`src/rtl/core/lbc_pkg.sv`:
```
// ----------------------------------------------------------------------------
// lbc_pkg
// shared constants, codes and beat types of the lru byte-budget cache
// ----------------------------------------------------------------------------
`default_nettype none

package lbc_pkg;

    localparam int ENTRIES = 32;
    localparam int IDX_W   = $clog2(ENTRIES);
    localparam int CNT_W   = $clog2(ENTRIES + 1);
    localparam int MODE_W  = 3;
    localparam int KEY_W   = 32;
    localparam int VAL_W   = 32;
    localparam int SIZE_W  = 24;
    localparam int TIME_W  = 48;
    localparam int TOTAL_W = 30;
    localparam int LIMIT_W = 32;

    localparam logic [LIMIT_W-1:0] LIMIT_RESET = LIMIT_W'(1048576);

    // request mode codes on the input port
    localparam logic [MODE_W-1:0] MODE_PUT    = 3'd0;
    localparam logic [MODE_W-1:0] MODE_GET    = 3'd1;
    localparam logic [MODE_W-1:0] MODE_EXISTS = 3'd2;
    localparam logic [MODE_W-1:0] MODE_REMOVE = 3'd3;
    localparam logic [MODE_W-1:0] MODE_EXPIRE = 3'd4;
    localparam logic [MODE_W-1:0] MODE_RESIZE = 3'd5;

    typedef enum logic [2:0] {
        OP_PUT,
        OP_GET,
        OP_EXISTS,
        OP_REMOVE,
        OP_EXPIRE,
        OP_RESIZE,
        OP_NONE
    } op_t;

    typedef enum logic [2:0] {
        S_IDLE,
        S_LOOKUP,
        S_EXEC,
        S_EVICT_FULL,
        S_INSERT,
        S_FIT,
        S_STATUS
    } state_t;

    typedef struct packed {
        op_t                op;
        logic [KEY_W-1:0]   key;
        logic [VAL_W-1:0]   value;
        logic [SIZE_W-1:0]  bytes;
        logic [TIME_W-1:0]  expiry;
        logic [TIME_W-1:0]  now;
    } req_t;

    typedef struct packed {
        logic               kind;
        logic [KEY_W-1:0]   key;
        logic               found;
        logic [VAL_W-1:0]   value;
        logic [TIME_W-1:0]  expiry;
        logic [TOTAL_W-1:0] used;
        logic [CNT_W-1:0]   count;
        logic               last;
    } res_t;

    localparam logic KIND_STATUS = 1'b0;
    localparam logic KIND_NOTICE = 1'b1;

endpackage

`default_nettype wire

```
`src/rtl/core/lbc_out_q.sv`:
```
// ----------------------------------------------------------------------------
// lbc_out_q
// two-deep result queue between the engine and the result port
// ----------------------------------------------------------------------------
`default_nettype none

module lbc_out_q (
    input  wire            clk,
    input  wire            rst_n,
    input  wire            wr,
    input  lbc_pkg::res_t  wr_data,
    output logic           wr_full,
    input  wire            pop,
    output logic           empty,
    output lbc_pkg::res_t  head
);

    lbc_pkg::res_t slot_reg [2];
    logic          wr_ptr_reg, wr_ptr_next;
    logic          rd_ptr_reg, rd_ptr_next;
    logic [1:0]    fill_reg, fill_next;
    logic          do_wr, do_rd;

    assign wr_full = (fill_reg == 2'd2);
    assign empty   = (fill_reg == 2'd0);
    assign head    = slot_reg[rd_ptr_reg];
    assign do_wr   = wr && !wr_full;
    assign do_rd   = pop && !empty;

    always_comb
    begin
        wr_ptr_next = do_wr ? !wr_ptr_reg : wr_ptr_reg;
        rd_ptr_next = do_rd ? !rd_ptr_reg : rd_ptr_reg;
        fill_next   = fill_reg + {1'b0, do_wr} - {1'b0, do_rd};
    end

    always_ff @(posedge clk or negedge rst_n)
    begin
        if (!rst_n)
        begin
            wr_ptr_reg <= 1'b0;
            rd_ptr_reg <= 1'b0;
            fill_reg   <= 2'd0;
        end
        else
        begin
            wr_ptr_reg <= wr_ptr_next;
            rd_ptr_reg <= rd_ptr_next;
            fill_reg   <= fill_next;
        end
    end

    always_ff @(posedge clk)
    begin
        if (do_wr)
        begin
            slot_reg[wr_ptr_reg] <= wr_data;
        end
    end

endmodule

`default_nettype wire

```
`config.mk`:
```
export PLATFORM = sky130hd
export DESIGN_NAME = lbc_out_q
export DESIGN_NICKNAME = d
export VERILOG_FILES = /design/src/rtl/core/lbc_pkg.sv /design/src/rtl/core/lbc_out_q.sv
export SDC_FILE = /design/constraint.sdc
export NUM_CORES = 1
export LEC_CHECK = 0
export ABC_AREA = 1
export BUFFER_PORTS_ARGS = -buffer_cell sky130_fd_sc_hd__buf_2
export CAP_MARGIN = 20
export CORE_MARGIN = 2
export CORE_UTILIZATION = 24
export DETAILED_ROUTE_END_ITERATION = 6
export PLACE_DENSITY = 0.47
export SYNTH_ARGS = -nofsm -noshare
export SYNTH_HDL_FRONTEND = slang
export SYNTH_SLANG_ARGS = --single-unit
export TNS_END_PERCENT = 5
```
`constraint.sdc`:
```
create_clock -name clk -period 6.8 [get_ports clk]
set_input_delay 0.68 -clock clk [delete_from_list [all_inputs] [get_ports clk]]
set_output_delay 0.68 -clock clk [all_outputs]
set_load 0.03 [all_outputs]
```
## After elaboration in Yosys (flattened, before gate mapping)

Memories as Yosys holds them, arrays and structs flattened.
Index checks and enable logic that the tools add are counted.
W data, S select, Z words.

| storage, ports and cells | value |
|---|---|
| bits in registers | 4 |
| RAM bits | 302 |
| input port bits | 155 |
| word-level logic and storage cells | 16 |
| memories | 1 |

| cells by class | value |
|---|---|
| add/sub/neg operators | 2 |
| eq/ne operators | 1 |
| muxes and demuxes | 2 |
| reduce and logical (&&, ||, !) cells | 7 |

Memory list:

| memory | depth | width | rd ports | clocked after Yosys merged registers in | wr ports | line | text |
|---|---|---|---|---|---|---|---|
| slot_reg | 2 | 151 | 1 | 0 | 1 | lbc_out_q.sv:18 | `lbc_pkg::res_t slot_reg [2];` |

Operators with widths:

| cell | number |
|---|---|
| $logic_not A1 Y1 | 4 |
| $add A2 B1 Y2 | 1 |
| $eq A2 B2 Y1 const B | 1 |
| $logic_and A1 B1 Y1 | 2 |
| $logic_not A2 Y1 | 1 |
| $mux W1 | 2 |
| $sub A2 B1 Y2 | 1 |

## Depth between registers and ports, before layout

| depth | value |
|---|---|
| word-level depth | 5 |
| mapped depth | 10 |

## Least setup slack after synthesis

Ideal clock, no wire load.

| timing path | value |
|---|---|
| kind | input -> register |
| from | in wr |
| to | mem slot_reg[1][0] (netlist bit) (enable) |
| setup time | 0.663 ns |
| data arrival time | 7.032 ns |
| data required time | 6.137 ns |
| path slack | -0.895 ns |
| stages | 2 |
| buffers on the path | 0 |
| cells stage by stage | nand2_1 nor2_1 |

| between the ends | value |
|---|---|
| longest elaborated chain between the ends | 3 |

Ends and longest elaborated chain:

| what | line | text |
|---|---|---|
| start, declared | lbc_out_q.sv:10 | `input wire wr,` |
| $logic_and A1 B1 Y1 | lbc_out_q.sv:27 | `assign do_wr = wr && !wr_full;` |
| $mux W1 | lbc_out_q.sv:55 | `if (do_wr)` |
| $mux W1 (not written as such) | lbc_out_q.sv:57 | `slot_reg[wr_ptr_reg] <= wr_data;` |
| end, declared | lbc_out_q.sv:18 |  |

Every way passes these cells.

==> results.txt <==
worst rel slew slack: 31.20%
clock latency on the worst-skew pair: 0.52 ns
GRT Overall Usage: 10.79%
Post-CTS Setup Inserts: 0
dpl ws: 3.491 ns
CTS root buffer: clkbuf_16
Mean Syn Cell Area: 13.66 um2
drt drc: 0
Num CTS Buffers: 35
Hold Path Class: input pin to flop
most common cell after layout, fill and taps aside: nand2_1
Area Growth Syn to Fin: 29.04%
top cell type by total area after synthesis: edfxtp_1
Die Span X: 220.3 um
final setup vio count: 0
Yosys reg bits: 306
Seq/Total Area, Yosys: 81.63%
final setup margin: 3.101 ns
RSZ-0062 raised after global routing: false
Initial Util: 24.23%
most frequent cells in the layout: nand2_1 (466), buf_2 (307), edfxtp_1 (302), clkbuf_16 (37)
Hold Fails Final Rpt: 0
vias per inst: 3.936
I/O pin count: 308
crit path time final: 3.699 ns
Ys Warns: 0
Worst path slowest cell: buf_4
share of cells above drive strength 1: 31.19%
top cells by area, synth: edfxtp_1 (81%), nand2_1 (16%), buf_2 (0.98%)
Fillers: 4,686
Power Total: 7.169 mW
die area: 48,550 um2
Mapped Area: 11,230 um2
Power Dens Cells: 494.6 nW/um2
max FFs per register: 302
Max VDD drop: 0.3106 mV
fin. max-slew vios: 0
core area: 46,360 um2
CTS tree: done
crit-path max cell delay: 0.78 ns
Initial DRT Pass Iterations: 4
setup TNS: 0 ns
via count: 6,975
drt wl/cell: 15.40 um
Max clock buf depth: 3
DP Wirelength: 16,520 um
Distinct cells, synth: 11
flop2flop setup slack: 4.14 ns
Fin Hold WS: 0.3387 ns
final core occ: 31.26%
initial antenna violation count: 8
port bufs: 307
Worst Setup Path Type: flop to primary output
worst slew pin tran: 1.032 ns
Worst setup SP type: flop
Crit path buffers/inverters: 3
cell mode on critical path: nand2_1
outcome: finished clean
cells along the critical path: inv_6 -> buf_4 -> nand2_1 -> nand2_1 -> buf_2
Final Cycle Share: 54.40%
Nets: 1,296
Routed WL: 27,290 um
Required @ worst endpoint: 6.12 ns
multi-input logic area: 1800 um2
post_cts resized: 0
leak pwr: 6.124 nW
Post-DRT Antenna Nets: 0
CP Max Fanout: 86
clock skew: 0.009817 ns
Critical Path Sink Type: primary output
largest net degree at the start of global routing: 152
global-route wire length before repair: 39,430 um
Synth Instances: 822
clk slew on worst S/H paths: 0.06 ns
H-tree Lvls: 2
Synth top area share: 80.74%
Max Clock Freq: 0.2703 GHz
RD Place Congestion: 0.6935
syn_nets: 979
maxcap violations: 0
CP arrival: 3.02 ns
Initial DRC Count: 423
CP top delay family: buffers and inverters
FF/Latch Area: 9173 um2
Chip Height: 220.3 um
GR Overflow Total: 0
vias in the first global route: 6,673
Site Rows: 79
clk sink count: 306
-- power by group --
group	internal [mW]	switching, mW	total, mW
logic	0.593	2.04	2.63
registers	2.58	0.126	2.70
clock network	1.10	0.732	1.83
total	4.27	2.89	7.17
-- through the flow --
step / area [um2] / std cells
after global routing: 14490 / 1771
after global placement: 13370 / 1708
after detailed placement: 13370 / 1708
after CTS: 14490 / 1771
after floorplan: 11230 / 822
final: 14490 / 1772
-- cell families (layout without fill, tap and decap cells) --
group | after synthesis | after routing | synth area share (%)
buffers and inverters | 44 | 386 | 2.406
DFF | 306 | 306 | 81.63
adders and majority gates | 2 | 2 | 0.2228
other | 0 | 1 | 0
and+or+nand+nor | 470 | 470 | 15.74
-- cell usage after synthesis, drive strengths merged --
| library cell | n |
|---|---|
| nand3 | 3 |
| nor2 | 1 |
| inv | 11 |
| ha | 2 |
| buf | 33 |
| nand2 | 466 |
| dfrtp | 4 |
| edfxtp | 302 |
-- layer usage --
metal  vias to the layer above  wire length, um  track usage [%]
met3                        48             2843            4.784
met4                        12              528            3.221
met2                       249            12110            16.55
li1                       3407                -                -
met5                         -               74                0
met1                      3259            11730            13.70
-- final timing paths --
| check | start | end | depth (start not counted) |
|---|---|---|---|
| max in group asynchronous | rst_n | rd_ptr_reg | 2 |
| worst min-delay path | wr_data[121] | slot_reg[0][121] | 1 |
| worst max register to register | fill_reg[1] | slot_reg[0][22] | 4 |
| min in group asynchronous | rst_n | rd_ptr_reg | 2 |
| worst min register to register | wr_ptr_reg | wr_ptr_reg | 2 |
| worst max-delay path | rd_ptr_reg | head[118] | 5 |
-- final cells by class --
| class | count | share of cell area, % |
|---|---|---|
| Multi-Input combinational cell | 472 | 12.42 |
| Clock inverter | 19 | 1.122 |
| Inverter | 11 | 0.3539 |
| Sequential cell | 306 | 63.29 |
| Antenna cell | 1 | 0.01727 |
| Clock buffer | 43 | 6.544 |
| Timing Repair Buffer | 313 | 11.02 |
| Tap cell | 607 | 5.240 |
-- what timing repair did --
| item | CTS | global route |
|---|---|---|
| endpoints found under the setup margin | 0 | 0 |
| endpoints found under the hold margin | 4 | 0 |
| hold buffers | 1 | 0 |
-- worst register-to-register path: cells and delay by family, from the launching register on --
family	cells	cell delay, ns
buffers and inverters	2	1.57
AND/OR/NAND/NOR	2	0.29
flip-flops	1	0.40
Power figures use the tool's default switching activity.
