## config.mk

```make
export PLATFORM = sky130hd
export DESIGN_NAME = lbc_front
export DESIGN_NICKNAME = d
export VERILOG_FILES = /design/src/rtl/core/lbc_pkg.sv /design/src/rtl/core/lbc_front.sv
export SDC_FILE = /design/constraint.sdc
export NUM_CORES = 1
export LEC_CHECK = 0
export ABC_AREA = 1
export BUFFER_PORTS_ARGS = -buffer_cell sky130_fd_sc_hd__clkbuf_2
export CORE_MARGIN = 4
export CORE_UTILIZATION = 46
export CTS_BUF_LIST = sky130_fd_sc_hd__clkbuf_4 sky130_fd_sc_hd__clkbuf_8
export DETAILED_ROUTE_END_ITERATION = 8
export PLACE_DENSITY = 0.78
export RECOVER_POWER = 50
export SYNTH_ARGS = -nofsm -noshare
export SYNTH_HDL_FRONTEND = slang
export SYNTH_SLANG_ARGS = --single-unit
```

## constraint.sdc

```tcl
create_clock -name clk -period 18.8 [get_ports clk]
set_input_delay 0.94 -clock clk [delete_from_list [all_inputs] [get_ports clk]]
set_output_delay 0.94 -clock clk [all_outputs]
set_load 0.02 [all_outputs]
```

## src/rtl/core/lbc_pkg.sv

```systemverilog
// ----------------------------------------------------------------------------
// lbc_pkg
// shared constants, codes and beat types of the lru byte-budget cache
// ----------------------------------------------------------------------------
`default_nettype none

package lbc_pkg;

    localparam int ENTRIES = 32;
    localparam int IDX_W   = $clog2(ENTRIES);
    localparam int CNT_W   = $clog2(ENTRIES + 1);
    localparam int MODE_W  = 3;
    localparam int KEY_W   = 32;
    localparam int VAL_W   = 32;
    localparam int SIZE_W  = 24;
    localparam int TIME_W  = 48;
    localparam int TOTAL_W = 30;
    localparam int LIMIT_W = 32;

    localparam logic [LIMIT_W-1:0] LIMIT_RESET = LIMIT_W'(1048576);

    // request mode codes on the input port
    localparam logic [MODE_W-1:0] MODE_PUT    = 3'd0;
    localparam logic [MODE_W-1:0] MODE_GET    = 3'd1;
    localparam logic [MODE_W-1:0] MODE_EXISTS = 3'd2;
    localparam logic [MODE_W-1:0] MODE_REMOVE = 3'd3;
    localparam logic [MODE_W-1:0] MODE_EXPIRE = 3'd4;
    localparam logic [MODE_W-1:0] MODE_RESIZE = 3'd5;

    typedef enum logic [2:0] {
        OP_PUT,
        OP_GET,
        OP_EXISTS,
        OP_REMOVE,
        OP_EXPIRE,
        OP_RESIZE,
        OP_NONE
    } op_t;

    typedef enum logic [2:0] {
        S_IDLE,
        S_LOOKUP,
        S_EXEC,
        S_EVICT_FULL,
        S_INSERT,
        S_FIT,
        S_STATUS
    } state_t;

    typedef struct packed {
        op_t                op;
        logic [KEY_W-1:0]   key;
        logic [VAL_W-1:0]   value;
        logic [SIZE_W-1:0]  bytes;
        logic [TIME_W-1:0]  expiry;
        logic [TIME_W-1:0]  now;
    } req_t;

    typedef struct packed {
        logic               kind;
        logic [KEY_W-1:0]   key;
        logic               found;
        logic [VAL_W-1:0]   value;
        logic [TIME_W-1:0]  expiry;
        logic [TOTAL_W-1:0] used;
        logic [CNT_W-1:0]   count;
        logic               last;
    } res_t;

    localparam logic KIND_STATUS = 1'b0;
    localparam logic KIND_NOTICE = 1'b1;

endpackage

`default_nettype wire

```

## src/rtl/core/lbc_front.sv

```systemverilog
// ----------------------------------------------------------------------------
// lbc_front
// request intake: decodes the mode and holds up to two requests
// ----------------------------------------------------------------------------
`default_nettype none

module lbc_front (
    input  wire                          clk,
    input  wire                          rst_n,
    input  wire                          push,
    output logic                         full,
    input  wire  [lbc_pkg::MODE_W-1:0]   mode,
    input  wire  [lbc_pkg::KEY_W-1:0]    key_tag,
    input  wire  [lbc_pkg::VAL_W-1:0]    value_handle,
    input  wire  [lbc_pkg::SIZE_W-1:0]   item_bytes,
    input  wire  [lbc_pkg::TIME_W-1:0]   expiry_time,
    input  wire  [lbc_pkg::TIME_W-1:0]   current_time,
    output logic                         q_valid,
    output lbc_pkg::req_t                q_req,
    input  wire                          q_take
);

    lbc_pkg::req_t slot_reg [2];
    logic          wr_ptr_reg, wr_ptr_next;
    logic          rd_ptr_reg, rd_ptr_next;
    logic [1:0]    fill_reg, fill_next;
    lbc_pkg::req_t req_in;
    logic          do_wr, do_rd;

    always_comb
    begin
        case (mode)
            lbc_pkg::MODE_PUT:    req_in.op = lbc_pkg::OP_PUT;
            lbc_pkg::MODE_GET:    req_in.op = lbc_pkg::OP_GET;
            lbc_pkg::MODE_EXISTS: req_in.op = lbc_pkg::OP_EXISTS;
            lbc_pkg::MODE_REMOVE: req_in.op = lbc_pkg::OP_REMOVE;
            lbc_pkg::MODE_EXPIRE: req_in.op = lbc_pkg::OP_EXPIRE;
            lbc_pkg::MODE_RESIZE: req_in.op = lbc_pkg::OP_RESIZE;
            default:              req_in.op = lbc_pkg::OP_NONE;
        endcase
        req_in.key    = key_tag;
        req_in.value  = value_handle;
        req_in.bytes  = item_bytes;
        req_in.expiry = expiry_time;
        req_in.now    = current_time;
    end

    assign full    = (fill_reg == 2'd2);
    assign q_valid = (fill_reg != 2'd0);
    assign q_req   = slot_reg[rd_ptr_reg];
    assign do_wr   = push && !full;
    assign do_rd   = q_take && q_valid;

    always_comb
    begin
        wr_ptr_next = do_wr ? !wr_ptr_reg : wr_ptr_reg;
        rd_ptr_next = do_rd ? !rd_ptr_reg : rd_ptr_reg;
        fill_next   = fill_reg + {1'b0, do_wr} - {1'b0, do_rd};
    end

    always_ff @(posedge clk or negedge rst_n)
    begin
        if (!rst_n)
        begin
            wr_ptr_reg <= 1'b0;
            rd_ptr_reg <= 1'b0;
            fill_reg   <= 2'd0;
        end
        else
        begin
            wr_ptr_reg <= wr_ptr_next;
            rd_ptr_reg <= rd_ptr_next;
            fill_reg   <= fill_next;
        end
    end

    always_ff @(posedge clk)
    begin
        if (do_wr)
        begin
            slot_reg[wr_ptr_reg] <= req_in;
        end
    end

endmodule

`default_nettype wire

```

**After elaboration in Yosys (flattened, before gate mapping)**

Memory sizes are Yosys's and may differ from the RTL's.
Index checks and enable logic that the tools add are counted.

- Register bits after elaboration: 4
- Memory bits (writable): 374
- Bits of input ports: 191
- Memories: 1

Memories:

| name | words | width | read ports | clocked after Yosys merged registers in | wr ports | RTL line | source |
|---|---|---|---|---|---|---|---|
| slot_reg | 2 | 187 | 1 | 0 | 1 | lbc_front.sv:23 | `lbc_pkg::req_t slot_reg [2];` |

- Add/subtract/negate cells: 2
- Equality and inequality tests: 6
- Muxes and demuxes: 3
- Reductions and logical operators: 7

Operators with widths:

| cell | count |
|---|---|
| 3-bit one-hot mux with 6 select lines | 1 |
| 3-bit by 2-bit == test with 1-bit output (second input constant) | 2 |
| 3-bit == test (second input constant) | 2 |
| 3-bit by 1-bit == test with 1-bit output (second input constant) | 1 |
| 1-bit zero test | 3 |
| 3-bit zero test | 1 |
| 2-bit by 1-bit adder with 2-bit output | 1 |
| 2-bit == test (second input constant) | 1 |
| 1-bit logical AND | 2 |
| 1-bit two-way mux | 2 |
| 2-bit nonzero test | 1 |
| 2-bit by 1-bit subtractor with 2-bit output | 1 |

**Depth between registers and ports, before layout**

Gate-level depths: netlist of run 1.

- Depth after elaboration: 5
- Gate-level depth with buffers: 10

**Least setup slack after synthesis of run 1**

No wires, ideal clock.

- Path type: input-to-reg
- From: in push
- To: mem slot_reg[1][0] (netlist name), enable pin
- Library setup time: 736 ps
- Data arrival time: 8778 ps
- Data required time: 18064 ps
- Path slack: 9286 ps
- Cell stages on the path: 2
- Path buffers: 0
- Cells stage by stage: nand2_1 -> nor2_1

- Cells in the longest elaborated chain, start to end: 3

RTL lines:

| item | RTL line | source |
|---|---|---|
| start: declaration | lbc_front.sv:10 | `input wire push,` |
| 1-bit logical AND | lbc_front.sv:51 | `assign do_wr = push && !full;` |
| 1-bit two-way mux | lbc_front.sv:79 | `if (do_wr)` |
| 1-bit two-way mux (not written as such) | lbc_front.sv:81 | `slot_reg[wr_ptr_reg] <= req_in;` |
| end: declaration | lbc_front.sv:23 |  |

No other way between the ends.

**Worst setup path after layout of run 1**

- From: reg fill_reg[0]
- To: mem slot_reg[0][50] (netlist name), enable pin

- Cells in the longest elaborated chain, start to end: 5

RTL lines:

| item | RTL line | source |
|---|---|---|
| start: declaration | lbc_front.sv:26 | `logic [1:0] fill_reg, fill_next;` |
| start signal: assignment | lbc_front.sv:73 | `fill_reg <= fill_next;` |
| 2-bit == test | lbc_front.sv:48 | `assign full = (fill_reg == 2'd2);` |
| 1-bit zero test | lbc_front.sv:51 |  |
| 1-bit logical AND | lbc_front.sv:51 |  |
| 1-bit two-way mux | lbc_front.sv:79 |  |
| 1-bit two-way mux (not written as such) | lbc_front.sv:81 |  |

No other way between the ends.

==> impl_metrics.env, run 1 <==
export IMPL_initial_utilization=0.4671
export IMPL_yosysSeqAreaShare=0.8185
export IMPL_r2r_start="fill_reg[0]$_DFF_PN0_"
export IMPL_grt_util_all_layers=0.1845
export IMPL_multi_input_area_um2=2206
export IMPL_pre_cts_slack_ns=15.07
export IMPL_status="finished with violations"
export IMPL_yosys_top_cells_count="nand2_1, edfxtp_1, buf_2"
export IMPL_min_period_ns=7.094
export IMPL_ir_worst_vdd_mv=0.09684
export IMPL_synth_flop_cell="edfxtp_1"
export IMPL_cts_tree="yes"
export IMPL_largest_reg_flops=374
export IMPL_synth_cells=1012
export IMPL_reg2reg_slack_ns=11.71
export IMPL_die_y_um=181.5
export IMPL_synth_seq_cells=378
export IMPL_yosysTopAreaCell="edfxtp_1"
export IMPL_worst_clock_skew_ns=0.02135
export IMPL_fp_row_count=63
export IMPL_antenna_left=0
export IMPL_die_x_um=181.5
export IMPL_antenna_cells=0
export IMPL_tightest_slew_ns=5.545
export IMPL_viasPerCell=4.778
export IMPL_synth_fp_nets=1205
export IMPL_grt_antenna_before_repair=3
export IMPL_hold_class="in2async"
export IMPL_port_buffers=379
export IMPL_dr_pass1_iters=5
export IMPL_hold_slack_ns=0.2027
export IMPL_core_um2=29640
export IMPL_maxSlewHeadroom=-2.717
export IMPL_syn2layout_area_growth_pct=22.16
export IMPL_fin_crit_sh=0.3774
export IMPL_fillers=2426
export IMPL_setup_viol_count_final=0
export IMPL_synth_most_common_cell="nand2_1"
export IMPL_die_area_um2=32930
export IMPL_cts_buffers=58
export IMPL_start_kind="flip-flop"
export IMPL_slowest_stage="clkinvlp_2"
export IMPL_synth_top_area_share=0.8113
export IMPL_timing_rr_end="slot_reg[0][50]$_DFFE_PP_"
export IMPL_path_buf_inv=3
export IMPL_clock_root_buffer="clkbuf_8"
export IMPL_cpPeakStageDelay_ns=4.07
export IMPL_numClockSinks=378
export IMPL_drive_above_1_share=0.2236
export IMPL_synth_async_sr_flop_share=0.01058
export IMPL_cp_max_fo=122
export IMPL_postCtsHoldBufs=0
export IMPL_ys_warnings_count=0
export IMPL_clk_latency_ns=0.58
export IMPL_timing_final_ws_setup_ns=11.71
export IMPL_cp_end_kind="flip-flop"
export IMPL_vias=8830
export IMPL_synth_area_leaders="edfxtp_1, nand2_1, buf_2, buf_4, dfrtp_1"
export IMPL_rsz0062_at_grt="false"
export IMPL_fmax_mhz=141.0
export IMPL_worstPathRequired_ns=19.00
export IMPL_synth_cell_types=13
export IMPL_violations="max-capacitance violations, max-slew violations"
export IMPL_drt_iter0_markers=507
export IMPL_p_per_area_nw_per_um2=168.5
export IMPL_drc_errors=0
export IMPL_synth_enable_flop_cells=374
export IMPL_syn_area_um2=13840
export IMPL_finalSetupTns_ns=0
export IMPL_dp_hpwl_um=20810
export IMPL_p_total_mw=2.849
export IMPL_wirelength_um=31460
export IMPL_reg2regPathDepth=5
export IMPL_hold_viol=0
export IMPL_cp_data_arrival_time_ns=7.29
export IMPL_drv_slew=173
export IMPL_cts_setup_buffers=0
export IMPL_routabilityCongestion=0.8515
export IMPL_p_leak_nw=7.018
export IMPL_fin_nets=1608
export IMPL_grt_pass1_wl_um=47960
export IMPL_avgSynthCellArea_um2=13.68
export IMPL_final_seq_area_um2=11330
export IMPL_cts_resized=0
export IMPL_io_pins=380
export IMPL_grt_max_degree=123
export IMPL_path_class="reg2reg"
export IMPL_cap_violations=2
export IMPL_cts_max_path_buffers=3
export IMPL_path_cells="inv_1, nand2_1, nand3_1, clkinvlp_2, buf_4"
export IMPL_cp_top_family="buffers and inverters"
export IMPL_wire_per_inst_um=17.02
export IMPL_grt_overflow=0
export IMPL_htree_levels=2
export IMPL_path_clk_slew_ns=0.06
export IMPL_grt_pass1_vias=8901
==> placed cells by master, fill, tap and decap left out, types with 2 or more instances in the layout <==
cell / count
buf_4: 6
clkbuf_1: 154
clkbuf_2: 225
clkbuf_4: 27
clkbuf_8: 58
clkinv_1: 11
clkinv_2: 4
clkinvlp_4: 2
dfrtp_1: 3
edfxtp_1: 374
ha_1: 2
inv_1: 8
inv_6: 2
nand2_1: 574
nand3_1: 3
==> stage by stage <==
stage	util	instances	cell area, um^2
floorplan	-	1012	13840
global placement	0.5410	1745	16040
detailed placement	0.5410	1745	16040
CTS	0.5777	1848	17120
global route	0.5706	1848	16910
finish	0.5706	1848	16910
==> worst register-to-register path, stage by stage (launching register included) <==
cell        delay (ns)
dfrtp_1           0.38
inv_1             0.08
nand2_1           0.10
nand3_1           0.12
clkinvlp_2        4.07
buf_4             1.94
==> metal layers <==
layer,GRT usage,vias to the layer above,share of wire
met1,0.2179,4113,0.38
met2,0.3181,407,0.49
met3,0.06310,81,0.10
li1,-,4223,-
met5,0,-,0.0013
met4,0.06184,6,0.033
==> worst max-delay path by stage <==
stage,from,end,slack (ns),depth (start not counted)
finish,fill_reg[0]$_DFF_PN0_,slot_reg[0][50]$_DFFE_PP_,11.71,5
global route,fill_reg[0]$_DFF_PN0_,slot_reg[0][3]$_DFFE_PP_,10.74,5
CTS,rd_ptr_reg$_DFFE_PN0P_,q_req[73],14.44,5
detailed placement,rd_ptr_reg$_DFFE_PN0P_,q_req[73],15.07,5
global placement,rd_ptr_reg$_DFFE_PN0P_,q_req[73],15.11,5
floorplan,push,slot_reg[1][0]$_DFFE_PP_,9.29,2
==> cell type report <==
type                    count  share of cell area
multi-input cells         581              0.1304
inverters                  10            0.002590
clock inverters            18            0.005031
well taps                 390             0.02885
repair buffers            386              0.1037
flip-flops and latches    378              0.6702
clock buffers              85             0.05919
==> kinds of logic after synthesis <==
logic type	after synthesis	synth area share
DFF	378	0.8185
adders and majority gates	2	0.001807
buffers and inverters	53	0.02214
AOI/OAI and AO/OA	1	0.0005425
and+or+nand+nor	578	0.1570
==> where the power goes <==
part	internal [mW]	leakage (nW)	switching, mW
logic	0.250	2.91	0.737
registers	1.17	3.53	0.0589
clock network	0.339	0.579	0.293
total	1.76	7.02	1.09
(Power assumes the default switching activity.)
==> run 2, diff against run 1 <==
--- a/config.mk
+++ b/config.mk
@@ -11,7 +11,7 @@
 export CORE_UTILIZATION = 46
 export CTS_BUF_LIST = sky130_fd_sc_hd__clkbuf_4 sky130_fd_sc_hd__clkbuf_8
 export DETAILED_ROUTE_END_ITERATION = 8
-export PLACE_DENSITY = 0.78
+export PLACE_DENSITY = 0.8
 export RECOVER_POWER = 50
 export SYNTH_ARGS = -nofsm -noshare
 export SYNTH_HDL_FRONTEND = slang
==> constraint.sdc (replaced) <==
create_clock -name clk -period 6.5 [get_ports clk]
set_input_delay 0.325 -clock clk [delete_from_list [all_inputs] [get_ports clk]]
set_output_delay 0.325 -clock clk [all_outputs]
set_load 0.02 [all_outputs]
==> impl_metrics.env, run 2 (synthesis results as in run 1) <==
export IMPL_htree_levels=2
export IMPL_worstPathRequired_ns=6.68
export IMPL_cp_max_fo=124
export IMPL_rsz0062_at_grt="false"
export IMPL_path_clk_slew_ns=0.06
export IMPL_maxSlewHeadroom=-0.8272
export IMPL_grt_pass1_wl_um=56790
export IMPL_cts_max_path_buffers=3
export IMPL_antenna_left=0
export IMPL_clk_latency_ns=0.57
export IMPL_hold_depth=3
export IMPL_initial_utilization=0.4671
export IMPL_drv_slew=125
export IMPL_finalSetupTns_ns=0
export IMPL_grt_max_degree=125
export IMPL_dp_hpwl_um=20580
export IMPL_reg2regPathDepth=5
export IMPL_timing_final_ws_setup_ns=2.053
export IMPL_fin_crit_sh=0.6842
export IMPL_fin_nets=1796
export IMPL_violations="max-capacitance violations, max-slew violations"
export IMPL_die_x_um=181.5
export IMPL_grt_overflow=0
export IMPL_cts_setup_buffers=0
export IMPL_pre_cts_slack_ns=3.473
export IMPL_hold_class="in2reg"
export IMPL_path_class="reg2reg"
export IMPL_cts_buffers=58
export IMPL_tightest_slew_ns=2.741
export IMPL_dr_pass1_iters=7
export IMPL_reg2reg_slack_ns=2.05
export IMPL_setup_viol_count_final=0
export IMPL_routabilityCongestion=0.8841
export IMPL_cts_tree="yes"
export IMPL_drt_iter0_markers=656
export IMPL_fmax_mhz=224.9
export IMPL_start_kind="flip-flop"
export IMPL_syn2layout_area_growth_pct=36.47
export IMPL_grt_util_all_layers=0.2170
export IMPL_wire_per_inst_um=17.82
export IMPL_final_cell_mix="nand2_1, edfxtp_1, clkbuf_2, dlygate4sd3_1, clkbuf_1"
export IMPL_vias=9987
export IMPL_grt_antenna_before_repair=4
export IMPL_largest_reg_flops=374
export IMPL_grt_pass1_vias=10791
export IMPL_slowest_stage="clkinvlp_4"
export IMPL_die_area_um2=32930
export IMPL_clock_root_buffer="clkbuf_8"
export IMPL_cpPeakStageDelay_ns=2.05
export IMPL_drc_errors=0
export IMPL_timing_rr_end="slot_reg[0][124]$_DFFE_PP_"
export IMPL_r2r_start="fill_reg[0]$_DFF_PN0_"
export IMPL_numClockSinks=378
export IMPL_worst_clock_skew_ns=0.01474
export IMPL_hold_viol=0
export IMPL_ir_worst_vdd_mv=0.3899
export IMPL_drive_above_1_share=0.2011
export IMPL_status="finished with violations"
export IMPL_layout_commonest_cell="nand2_1"
export IMPL_p_leak_nw=7.858
export IMPL_cts_resized=0
export IMPL_wirelength_um=36350
export IMPL_die_y_um=181.5
export IMPL_cp_end_kind="flip-flop"
export IMPL_min_period_ns=4.447
export IMPL_viasPerCell=4.896
export IMPL_port_buffers=379
export IMPL_fp_row_count=63
export IMPL_whs_endpoint="rd_ptr_reg$_DFFE_PN0P_"
export IMPL_path_cells="inv_1, nand2_1, nand3_1, clkinvlp_4, buf_4"
export IMPL_core_um2=29640
export IMPL_p_per_area_nw_per_um2=452.6
export IMPL_cp_data_arrival_time_ns=4.63
export IMPL_io_pins=380
export IMPL_hold_start="q_take"
export IMPL_cap_violations=1
-- run 2: report_power, final --
part	internal [mW]	switching, mW	total (mW)
combinational	0.796	2.23	3.03
sequential	3.36	0.187	3.54
clock	1.11	0.870	1.98
-- run 2: through the flow --
stage,std cells,power (mW),instance area [um^2],hold WS (ns),util
after floorplan,1012,5.517,13850,0.02941,-
after global placement,1746,6.416,16040,0.1407,0.5413
after detailed placement,1746,6.478,16040,0.1428,0.5413
after CTS,2036,8.528,19080,0.03364,0.6437
after global routing,2040,9.026,18890,0.03807,0.6374
final,2040,8.550,18890,0.04790,0.6374
-- run 2: cell type report --
type                            instances  area [um^2]
Clock inverter                         20        158.9
Antenna cell                            4        10.01
Timing Repair Buffer                  574         3636
Inverter                               10        46.29
Clock buffer                           83         1005
Tap cell                              390        488.0
Fill cell                            2093        10750
Sequential cell                       378        11330
Multi-Input combinational cell        581         2213
-- run 2: repair_timing --
action	CTS	global route
hold endpoints to repair	376	0
hold buffers	187	0
setup endpoints to repair	0	0
-- run 2: critical path, delay by kind of cell (launching register included) --
family	cells	cell delay (ns)
buf+inv	3	3.27
flops	1	0.38
simple gates	2	0.24
-- run 2: worst max path at each step --
stage	start	to	cells past startpoint
after CTS	rd_ptr_reg$_DFFE_PN0P_	q_req[29]	5
after global placement	rd_ptr_reg$_DFFE_PN0P_	q_req[28]	5
final	fill_reg[0]$_DFF_PN0_	slot_reg[0][124]$_DFFE_PP_	5
after detailed placement	rd_ptr_reg$_DFFE_PN0P_	q_req[29]	5
after floorplan	fill_reg[1]$_DFF_PN0_	slot_reg[1][0]$_DFFE_PP_	3
after global routing	fill_reg[0]$_DFF_PN0_	slot_reg[0][135]$_DFFE_PP_	5
-- run 2: metal layers --
layer | share of wire | GRT usage
met3 | 0.078 | 0.05148
met4 | 0.035 | 0.08196
met1 | 0.36 | 0.2438
met2 | 0.53 | 0.4001
met5 | 0 | 0
==> run 3, diff against run 2 <==
--- a/config.mk
+++ b/config.mk
@@ -11,7 +11,7 @@
 export CORE_UTILIZATION = 46
 export CTS_BUF_LIST = sky130_fd_sc_hd__clkbuf_4 sky130_fd_sc_hd__clkbuf_8
 export DETAILED_ROUTE_END_ITERATION = 8
-export PLACE_DENSITY = 0.8
+export PLACE_DENSITY = 0.78
 export RECOVER_POWER = 50
 export SYNTH_ARGS = -nofsm -noshare
 export SYNTH_HDL_FRONTEND = slang
==> constraint.sdc (replaced) <==
create_clock -name clk -period 4.5 [get_ports clk]
set_input_delay 0.225 -clock clk [delete_from_list [all_inputs] [get_ports clk]]
set_output_delay 0.225 -clock clk [all_outputs]
set_load 0.02 [all_outputs]
==> impl_metrics.env, run 3 (synthesis results as in run 1) <==
export IMPL_cap_violations=2
export IMPL_p_per_area_nw_per_um2=641.5
export IMPL_power_frac_seq=0.431
export IMPL_cts_max_path_buffers=3
export IMPL_io_pins=380
export IMPL_largest_reg_flops=374
export IMPL_min_period_ns=3.340
export IMPL_status="finished with violations"
export IMPL_multi_input_area_um2=2213
export IMPL_htree_levels=2
export IMPL_start_kind="flip-flop"
export IMPL_routabilityCongestion=0.8749
export IMPL_dp_hpwl_um=19660
export IMPL_die_y_um=181.5
export IMPL_grt_max_degree=188
export IMPL_drv_slew=376
export IMPL_cp_data_arrival_time_ns=3.44
export IMPL_clockPowerShare=0.213
export IMPL_power_switching_mw=4.690
export IMPL_path_clk_slew_ns=0.07
export IMPL_swShare=0.3891
export IMPL_final_core_util=0.6340
export IMPL_layout_commonest_cell="nand2_1"
export IMPL_violations="max-capacitance violations, max-slew violations"
export IMPL_final_seq_area_um2=11330
export IMPL_comb_power_share=0.356
export IMPL_drt_iter0_markers=598
export IMPL_cp_max_fo=187
export IMPL_die_area_um2=32930
export IMPL_fin_nets=1795
export IMPL_core_um2=29640
export IMPL_fin_crit_sh=0.7422
export IMPL_fp_row_count=63
export IMPL_hold_class="in2reg"
export IMPL_maxSlewHeadroom=-0.8386
export IMPL_initial_utilization=0.4671
export IMPL_grt_pass1_wl_um=53540
export IMPL_vias=9752
export IMPL_p_total_mw=12.05
export IMPL_p_leak_nw=7.811
export IMPL_clk_latency_ns=0.56
export IMPL_cts_buffers=57
export IMPL_tightest_slew_ns=2.758
export IMPL_reg2reg_slack_ns=1.16
export IMPL_grt_pass1_vias=10246
export IMPL_numClockSinks=378
export IMPL_worst_clock_skew_ns=0.02451
export IMPL_die_x_um=181.5
export IMPL_cts_tree="yes"
export IMPL_wire_per_inst_um=17.14
export IMPL_cp_end_kind="flip-flop"
export IMPL_finalSetupTns_ns=0
export IMPL_drc_errors=0
export IMPL_ir_worst_vdd_mv=0.4084
export IMPL_grt_antenna_before_repair=2
export IMPL_clock_root_buffer="clkbuf_8"
export IMPL_port_buffers=379
export IMPL_grt_util_all_layers=0.2036
export IMPL_rsz0062_at_grt="false"
export IMPL_path_class="reg2reg"
export IMPL_cts_setup_buffers=0
export IMPL_dr_pass1_iters=5
export IMPL_wirelength_um=34930
export IMPL_syn2layout_area_growth_pct=35.75
export IMPL_grt_overflow=0
export IMPL_worstPathRequired_ns=4.60
export IMPL_setup_viol_count_final=0
export IMPL_final_cell_mix="nand2_1, edfxtp_1, clkbuf_2, dlygate4sd3_1, clkbuf_1"
export IMPL_fmax_mhz=299.4
export IMPL_viasPerCell=4.785
export IMPL_antenna_left=0
export IMPL_p_int_mw=7.364
export IMPL_hold_viol=0
export IMPL_fillers=2134
export IMPL_drive_above_1_share=0.1993
==> run 3: changes by cell type in the layout (fill, tap and decap cells not counted), moves of 2 or more <==
cell           delta
bufinv_16         -3
clkbuf_2          +3
clkbuf_4          -3
clkinv_1          +6
dlygate4sd3_1     +2
buf_4             -3
clkbuf_8          -4
diode_2           -2
clkbuf_1          -3
clkinv_2          +4
buf_1             -2
==> run 3: critical path, cell delays in order (launching register included) <==
cell and delay [ns]:
dfrtp_1 0.35, inv_1 0.06, nand2_1 0.11, nand2_1 0.14
nor2_4 0.10, clkbuf_4 1.96
==> run 3: final timing paths <==
check / cells past startpoint / from / endpoint
hold / removal: 2 / mode[0] / slot_reg[0][184]$_DFFE_PP_
setup / recovery: 5 / fill_reg[0]$_DFF_PN0_ / slot_reg[1][147]$_DFFE_PP_
max in group asynchronous: 2 / rst_n / rd_ptr_reg$_DFFE_PN0P_
min in group asynchronous: 2 / rst_n / fill_reg[0]$_DFF_PN0_
setup reg to reg: 5 / fill_reg[0]$_DFF_PN0_ / slot_reg[1][147]$_DFFE_PP_
hold reg to reg: 2 / wr_ptr_reg$_DFFE_PN0N_ / wr_ptr_reg$_DFFE_PN0N_
==> run 3: cell type report <==
type | count | area share
Clock inverter | 29 | 0.006791
Inverter | 10 | 0.002464
Antenna cell | 2 | 0.0002663
Tap cell | 390 | 0.02597
Sequential cell | 378 | 0.6032
Clock buffer | 74 | 0.04854
Multi-Input combinational cell | 581 | 0.1178
Timing Repair Buffer | 574 | 0.1950
==> run 3: per-layer routing <==
layer,vias up,global-route usage,part of all wire
met4,0,0.07926,0.035
met3,88,0.05689,0.083
met1,4589,0.2318,0.36
met5,-,0,0
met2,466,0.3647,0.52
li1,4609,-,-
==> run 3: timing repair <==
action                                  CTS  global route
endpoints found under the setup margin    0             0
hold endpoints to repair                380             0
hold buffers                            189             0
gates resized for setup                   0             0
==> run 3: stage by stage <==
step / setup slack [ns] / hold slack, ns / instances / cell area, um^2
detailed placement: 1.848 / 0.04466 / 1744 / 16060
floorplan: 0.7010 / -0.07059 / 1012 / 13850
finish: 1.160 / 0.04063 / 2038 / 18790
global route: 0.9745 / 0.009404 / 2038 / 18790
global placement: 1.903 / 0.03828 / 1744 / 16060
CTS: 1.221 / 0.002064 / 2036 / 18990
==> run 3: power by group through the flow <==
stage	clock network, mW	registers [mW]	logic [mW]
floorplan	0	5.08	2.83
global placement	0	5.16	4.12
detailed placement	0	5.19	4.18
CTS	2.62	5.12	4.32
global route	2.83	5.27	4.66
finish	2.57	5.20	4.29
